--- src/hw/rtl/tcfw_pkg.sv ---
// Shared types and constants for the texture combine / framebuffer write block.
// No dependencies.
`default_nettype none

package tcfw_pkg;

	typedef struct packed {
		logic signed [11:0] pos_x;
		logic signed [11:0] pos_y;
		logic [31:0]        vertex_color;
		logic [31:0]        texel_word;
		logic [31:0]        old_pixel;
	} frag_t;

	typedef struct packed {
		logic        write_enable;
		logic [31:0] write_value;
		logic [31:0] shaded_color;
	} px_t;

	localparam int CfgIndexW = 3;
	localparam int CfgDataW  = 32;
	localparam int CoordW    = 11;

	localparam logic [CfgIndexW-1:0] CFG_TEXTURE_MODE   = 3'd0;
	localparam logic [CfgIndexW-1:0] CFG_TARGET_FORMAT  = 3'd1;
	localparam logic [CfgIndexW-1:0] CFG_WRITE_MASK     = 3'd2;
	localparam logic [CfgIndexW-1:0] CFG_SCISSOR_LEFT   = 3'd3;
	localparam logic [CfgIndexW-1:0] CFG_SCISSOR_RIGHT  = 3'd4;
	localparam logic [CfgIndexW-1:0] CFG_SCISSOR_TOP    = 3'd5;
	localparam logic [CfgIndexW-1:0] CFG_SCISSOR_BOTTOM = 3'd6;

	// texture_mode bits
	localparam int TM_ENABLE    = 0;
	localparam int TM_DECAL     = 1;
	localparam int TM_TEX_ALPHA = 2;
	localparam int TM_TEX_24    = 3;

	localparam logic [1:0] FMT_32 = 2'd0;
	localparam logic [1:0] FMT_24 = 2'd1;

	localparam logic [31:0] RGB_MASK   = 32'h00FF_FFFF;
	localparam logic [31:0] ALPHA_MASK = 32'hFF00_0000;
	localparam logic [31:0] ALPHA_HALF = 32'h8000_0000;
	localparam logic [31:0] RB_MASK    = 32'h00F8_00F8;
	localparam logic [31:0] GA_MASK    = 32'h8000_F800;

	function automatic logic [15:0] pack5551(input logic [31:0] c);
		logic [31:0] rb;
		logic [31:0] ga;
		logic [31:0] w;
		rb = c & RB_MASK;
		ga = c & GA_MASK;
		w  = (ga >> 16) | (rb >> 9) | (ga >> 6) | (rb >> 3);
		return w[15:0];
	endfunction

endpackage

`default_nettype wire

--- src/hw/rtl/tcfw_combine.sv ---
// Texture combine: pass-through, decal or saturating modulate of texel and vertex color.
// Depends on tcfw_pkg.
`default_nettype none

module tcfw_combine
	import tcfw_pkg::*;
(
	input  wire logic [3:0]  texture_mode,
	input  wire logic [31:0] vertex_color,
	input  wire logic [31:0] texel_word,
	output logic      [31:0] shaded_color
);

	function automatic logic [7:0] mod_sat(input logic [7:0] t, input logic [7:0] v);
		logic [15:0] p;
		p = t * v;
		return p[15] ? 8'hFF : p[14:7];
	endfunction

	logic [31:0] tex;
	logic [7:0]  alpha;

	always_comb begin
		tex = texture_mode[TM_TEX_24] ? ((texel_word & RGB_MASK) | ALPHA_HALF) : texel_word;
		alpha = texture_mode[TM_TEX_ALPHA] ? mod_sat(tex[31:24], vertex_color[31:24])
		                                   : vertex_color[31:24];
		if (!texture_mode[TM_ENABLE]) begin
			shaded_color = vertex_color;
		end else if (texture_mode[TM_DECAL]) begin
			shaded_color = (tex & RGB_MASK) |
				(texture_mode[TM_TEX_ALPHA] ? (tex & ALPHA_MASK) : (vertex_color & ALPHA_MASK));
		end else begin
			shaded_color = {alpha,
				mod_sat(tex[23:16], vertex_color[23:16]),
				mod_sat(tex[15:8], vertex_color[15:8]),
				mod_sat(tex[7:0], vertex_color[7:0])};
		end
	end

endmodule

`default_nettype wire

--- src/hw/rtl/texture_combine_framebuffer_write.sv ---
// Fragment back end: texture combine, scissor test and masked framebuffer word.
// Depends on tcfw_pkg and tcfw_combine.
//
// Usage:
//   frag channel (frag_valid / frag_stall / frag) carries one fragment per
//   transaction: position, vertex color, fetched texel and old framebuffer word.
//   px channel (px_valid / px_stall / px) returns one result per fragment:
//   write enable, word to store and the combined color.
//   Configuration is written through cfg_write / cfg_index / cfg_data while the
//   block holds no transaction; writes take effect at the next clock edge.
//   A fragment passes an input register, then the combine/scissor/merge
//   logic into the output register. One fragment per cycle is sustained while
//   px_stall is low, set by the single input stage and single output stage.
//   When px_stall is high with px_valid set the output register holds; an empty
//   input register takes one more fragment, then frag_stall rises until px drains.
//   arst_n clears both stage valids and returns registers to their reset values
//   (scissor full range, texturing off, 32-bit target, empty mask).
`default_nettype none

module texture_combine_framebuffer_write
	import tcfw_pkg::*;
(
	input  wire logic                 clk,
	input  wire logic                 arst_n,
	input  wire logic                 frag_valid,
	output logic                      frag_stall,
	input  wire frag_t                frag,
	output logic                      px_valid,
	input  wire logic                 px_stall,
	output px_t                       px,
	input  wire logic                 cfg_write,
	input  wire logic [CfgIndexW-1:0] cfg_index,
	input  wire logic [CfgDataW-1:0]  cfg_data
);

	logic [3:0]        texture_mode_q;
	logic [1:0]        target_format_q;
	logic [31:0]       write_mask_q;
	logic [CoordW-1:0] scissor_left_q;
	logic [CoordW-1:0] scissor_right_q;
	logic [CoordW-1:0] scissor_top_q;
	logic [CoordW-1:0] scissor_bottom_q;

	always_ff @(posedge clk or negedge arst_n) begin
		if (!arst_n) begin
			texture_mode_q   <= '0;
			target_format_q  <= FMT_32;
			write_mask_q     <= '0;
			scissor_left_q   <= '0;
			scissor_right_q  <= '1;
			scissor_top_q    <= '0;
			scissor_bottom_q <= '1;
		end else if (cfg_write) begin
			unique case (cfg_index)
				CFG_TEXTURE_MODE:   texture_mode_q   <= cfg_data[3:0];
				CFG_TARGET_FORMAT:  target_format_q  <= cfg_data[1:0];
				CFG_WRITE_MASK:     write_mask_q     <= cfg_data[31:0];
				CFG_SCISSOR_LEFT:   scissor_left_q   <= cfg_data[CoordW-1:0];
				CFG_SCISSOR_RIGHT:  scissor_right_q  <= cfg_data[CoordW-1:0];
				CFG_SCISSOR_TOP:    scissor_top_q    <= cfg_data[CoordW-1:0];
				CFG_SCISSOR_BOTTOM: scissor_bottom_q <= cfg_data[CoordW-1:0];
				default: ;
			endcase
		end
	end

	// pipeline control
	logic  vld_s1;
	logic  vld_s2;
	frag_t frag_s1;
	px_t   px_s2;
	px_t   px_d;
	logic  adv_s2;
	logic  adv_s1;

	assign adv_s2     = !vld_s2 || !px_stall;
	assign adv_s1     = !vld_s1 || adv_s2;
	assign frag_stall = !adv_s1;

	always_ff @(posedge clk or negedge arst_n) begin
		if (!arst_n) begin
			vld_s1 <= 1'b0;
			vld_s2 <= 1'b0;
		end else begin
			if (adv_s1) begin
				vld_s1 <= frag_valid;
			end
			if (adv_s2) begin
				vld_s2 <= vld_s1;
			end
		end
	end

	always_ff @(posedge clk) begin
		if (adv_s1 && frag_valid) begin
			frag_s1 <= frag;
		end
		if (adv_s2 && vld_s1) begin
			px_s2 <= px_d;
		end
	end

	// stage 1 logic
	logic [31:0] shaded;
	logic        in_scissor;
	logic [31:0] mask24;

	tcfw_combine u_combine (
		.texture_mode (texture_mode_q),
		.vertex_color (frag_s1.vertex_color),
		.texel_word   (frag_s1.texel_word),
		.shaded_color (shaded)
	);

	always_comb begin
		in_scissor = !frag_s1.pos_x[11] && !frag_s1.pos_y[11] &&
			(frag_s1.pos_x[CoordW-1:0] >= scissor_left_q) &&
			(frag_s1.pos_x[CoordW-1:0] <= scissor_right_q) &&
			(frag_s1.pos_y[CoordW-1:0] >= scissor_top_q) &&
			(frag_s1.pos_y[CoordW-1:0] <= scissor_bottom_q);
		mask24 = write_mask_q & RGB_MASK;
		px_d.write_enable = in_scissor;
		px_d.shaded_color = shaded;
		px_d.write_value  = '0;
		if (in_scissor) begin
			priority if (target_format_q == FMT_32) begin
				px_d.write_value = (frag_s1.old_pixel & write_mask_q) | (shaded & ~write_mask_q);
			end else if (target_format_q == FMT_24) begin
				px_d.write_value = (frag_s1.old_pixel & mask24) | (shaded & ~mask24 & RGB_MASK);
			end else begin
				px_d.write_value = {16'h0000, pack5551(shaded)};
			end
		end
	end

	assign px_valid = vld_s2;
	assign px       = px_s2;

endmodule

`default_nettype wire

--- config.mk ---
export PLATFORM = sky130hd
export DESIGN_NAME = texture_combine_framebuffer_write
export DESIGN_NICKNAME = d
export VERILOG_FILES = /design/src/hw/rtl/tcfw_pkg.sv /design/src/hw/rtl/tcfw_combine.sv /design/src/hw/rtl/texture_combine_framebuffer_write.sv
export SDC_FILE = /design/constraint.sdc
export NUM_CORES = 1
export LEC_CHECK = 0
export BUFFER_PORTS_ARGS = -buffer_cell sky130_fd_sc_hd__buf_2
export CAP_MARGIN = 20
export CORE_MARGIN = 3
export CORE_UTILIZATION = 59
export CTS_CLUSTER_SIZE = 10
export DETAILED_ROUTE_END_ITERATION = 16
export GPL_TIMING_DRIVEN = 0
export PLACE_DENSITY = 0.81
export SETUP_SLACK_MARGIN = 0.2
export SYNTH_ARGS = -nofsm -noshare
export SYNTH_HDL_FRONTEND = slang
export SYNTH_SLANG_ARGS = --single-unit
export TNS_END_PERCENT = 20
--- constraint.sdc ---
create_clock -name clk -period 6.13 [get_ports clk]
set_input_delay 0.613 -clock clk [delete_from_list [all_inputs] [get_ports clk]]
set_output_delay 0.613 -clock clk [all_outputs]
set_load 0.02 [all_outputs]
==> flow_summary.toml <==
[outcome]
outcome = "finished clean"

[global_route]
grt_pass1_wl_um = 76040
globalRouteOverflowTotal = 0
track_usage_pct = 28.30
antenna_found_initial = 3
grt_max_degree = 61
grt_pass1_vias = 14730

[logic_synthesis]
syn_area_mm2 = 0.01914
synth.distinct_cells = 76
synth_common_cells = "inv_1 (241), and2_1 (205), edfxtp_1 (185)"
synth-async-reset-ratio_pct = 31.23
ys_ff_latch = 269
ys_warn_count = 0
syn-instance-count = 1670
syn-num-nets = 2146
ys.flop_type = "edfxtp_1"
syn_avg_cell_area_um2 = 11.46
yosysTopAreaCellShare_pct = 29.02
synth_most_common_cell = "inv_1"
yosys.area.top_type = "edfxtp_1"
synth_area_leaders = "edfxtp_1 (29%), fa_1 (15%), ha_1 (12%)"
synth_edf_count = 185
yosysSeqAreaShare_pct = 40.14

[sta]
fmaxAchievable_mhz = 170.7
hold_viol = 0
worst_slack_ns = 0.2734
rsz0062_at_grt = "true"
fin_worst_skew_ns = 0.01773
fin_crit_ns = 5.857
post-route-period-util_pct = 95.54
setup_viol = 0
worstMarginPinSlew_ns = 0.8558
slew_violations = 0
totalNegativeSetupSlack_ns = 0
relSlewSlack_pct = 42.94

[detailed_routing]
wl_per_cell_um = 19.99
drc = 0
vias = 13950
via_per_inst = 5.783
antenna_left = 0
drt_wl_total_um = 48220
dr.pass1.iters = 5
dr.first_iter.drc_count = 1022

[final_layout]
fin_util_pct = 69.71
fillers = 2300
final_nets = 2424
drive_gt1_share_pct = 20.57
layout.cells.non_filler = 2412
ff_latch_area_mm2 = 0.007685
multi_input_area_mm2 = 0.01053
final_cell_area_mm2 = 0.02217
synthToLayoutAreaGrowth_pct = 15.80

[critical_path]
start_kind = "flip-flop"
cp-end-kind = "flip-flop"
worstPathArrival_ns = 6.23
path_class = "flip-flop to flip-flop"
slowest_stage = "a22oi_1"
critical_path.max_stage_delay_ns = 0.69
required_ns = 6.51
cp_cell_sequence = "and2_1 > fa_1 > fa_1 > inv_1 > fa_1 > fa_1 > inv_1 > ha_1 > a2111oi_0 > o21ai_1 > a21boi_1 > o21a_1 > mux2_2 > a22oi_1 > mux2i_1 > o2bb2ai_1"
cp.buffers_inverters = 2
critical_path.max_fanout = 9
critical_path.top_delay_family = "adder cells"
cp_common_cell = "fa_1"

[placement]
dp.cells = 2337
place_congestion = 0.9290
port_buffers = 226
place_ws_ns = -0.2071
placed_cell_area_mm2 = 0.02096
hpwl_um = 36530

[clock_tree]
hold_buffers = 0
cts_tree = "done"
clk_pin_slew_ns = 0.06
cts.sinks = 269
root_buffer = "clkbuf_16"
cts_buffers = 34
htreeDepth = 2
clockBufferDepth = 3
clk_latency_ns = 0.54

[pwr]
irDropWorstVdd_uv = 249.0
leakagePower_nw = 10.19
power_density_mw_per_mm2 = 345.4

[floorplan]
die_h_um = 186.1
row_count = 65
core_area_mm2 = 0.03180
ios = 227
die_w_um = 186.1
die_area_mm2 = 0.03464
start_util_pct = 60.20

[run]
drv_cap = 0

[hold_path]
min_path_type = "input port to asynchronous set/reset pin"
-- logic make-up after synthesis --
family	after synthesis	share of synthesized area [%]
compound gates	248	8.817
xor+xnor	28	1.281
fa+ha+maj	316	26.14
buf+inv	265	5.196
flops	269	40.14
mux	87	5.013
simple gates	457	13.41
-- sequential cells by signal (all words and copies together) (netlist names) --
register,cells
vld_s1,1
scissor_bottom_q,11
px,65
scissor_right_q,11
scissor_left_q,11
write_mask_q,32
scissor_top_q,11
target_format_q,2
frag_s1,120
px_valid,1
texture_mode_q,4
-- cells in the final DEF, fill, tap and decap left out, types with 7 or more instances in the layout --
cell	instances
mux2i_1	16
a31oi_1	10
o21ai_0	53
nand4_1	8
dfstp_2	22
nor2b_1	17
nor2_1	39
ha_1	176
dfrtp_1	62
buf_2	226
a21oi_1	52
clkbuf_1	42
nand2_1	86
xnor2_1	15
nand2b_1	18
nor3_1	19
edfxtp_1	185
buf_4	12
clkbuf_16	35
or3_1	7
fa_1	140
mux2_2	71
and3_1	7
a21o_1	15
nand3_1	15
xor2_1	13
o21a_1	11
o22ai_1	22
and2_1	204
inv_1	241
-- worst reg2reg max path, stage by stage, from the launching register on --
cell	delay, ns
edfxtp_1	0.53
and2_1	0.23
fa_1	0.43
fa_1	0.49
inv_1	0.05
fa_1	0.48
fa_1	0.50
inv_1	0.05
ha_1	0.31
a2111oi_0	0.36
o21ai_1	0.25
a21boi_1	0.35
o21a_1	0.22
mux2_2	0.43
a22oi_1	0.69
mux2i_1	0.15
o2bb2ai_1	0.18
-- report_power, final --
group / internal [mW] / total (mW) / switching [mW]
Sequential: 2.26 / 2.43 / 0.174
Clock: 1.14 / 1.92 / 0.774
Combinational: 1.39 / 3.31 / 1.92
-- worst paths after layout --
path | start | endpoint | slack (ns) | cells past startpoint
setup / recovery | frag_s1[43] | px[43] | 0.27 | 16
hold / removal | arst_n | scissor_top_q[7] | 0.01 | 1
setup reg to reg | frag_s1[43] | px[43] | 0.27 | 16
hold reg to reg | vld_s1 | px_valid | 0.51 | 1
max in group asynchronous | arst_n | scissor_bottom_q[2] | 5.45 | 2
min in group clk | frag[25] | frag_s1[25] | 0.25 | 1
-- per-layer routing --
metal	vias up	routed length [µm]	global-route usage, %
met5	-	0	0
li1	6314	-	-
met4	0	2296	13.20
met1	6982	19550	35.93
met3	130	2988	4.512
met2	523	23390	48.12
-- cell type report --
type | instances | share of cell area (%)
Antenna cell | 3 | 0.03386
Buffer | 23 | 0.4064
Clock buffer | 57 | 4.414
Clock inverter | 5 | 0.4233
Inverter | 242 | 4.098
Multi-Input combinational cell | 1136 | 47.51
Sequential cell | 269 | 34.67
Tap cell | 435 | 2.455
Timing Repair Buffer | 242 | 5.994
-- per-stage QoR --
stage / hold slack [ns] / power [mW]
after global placement: 0.4497 / 5.555
after detailed placement: 0.4818 / 5.673
after floorplan: 0.3174 / 4.811
final: 0.01196 / 7.657
after CTS: 0.01349 / 7.648
after global routing: 0.02247 / 8.196
-- timing repair --
| item | in CTS | in global routing |
|---|---|---|
| gates cloned | 0 | 0 |
| gates resized for setup | 16 | 3 |
| pin swaps | 0 | 2 |
| setup buffers | 0 | 10 |
| endpoints found under the setup margin | 16 | 11 |
Power figures use the tool's default switching activity.
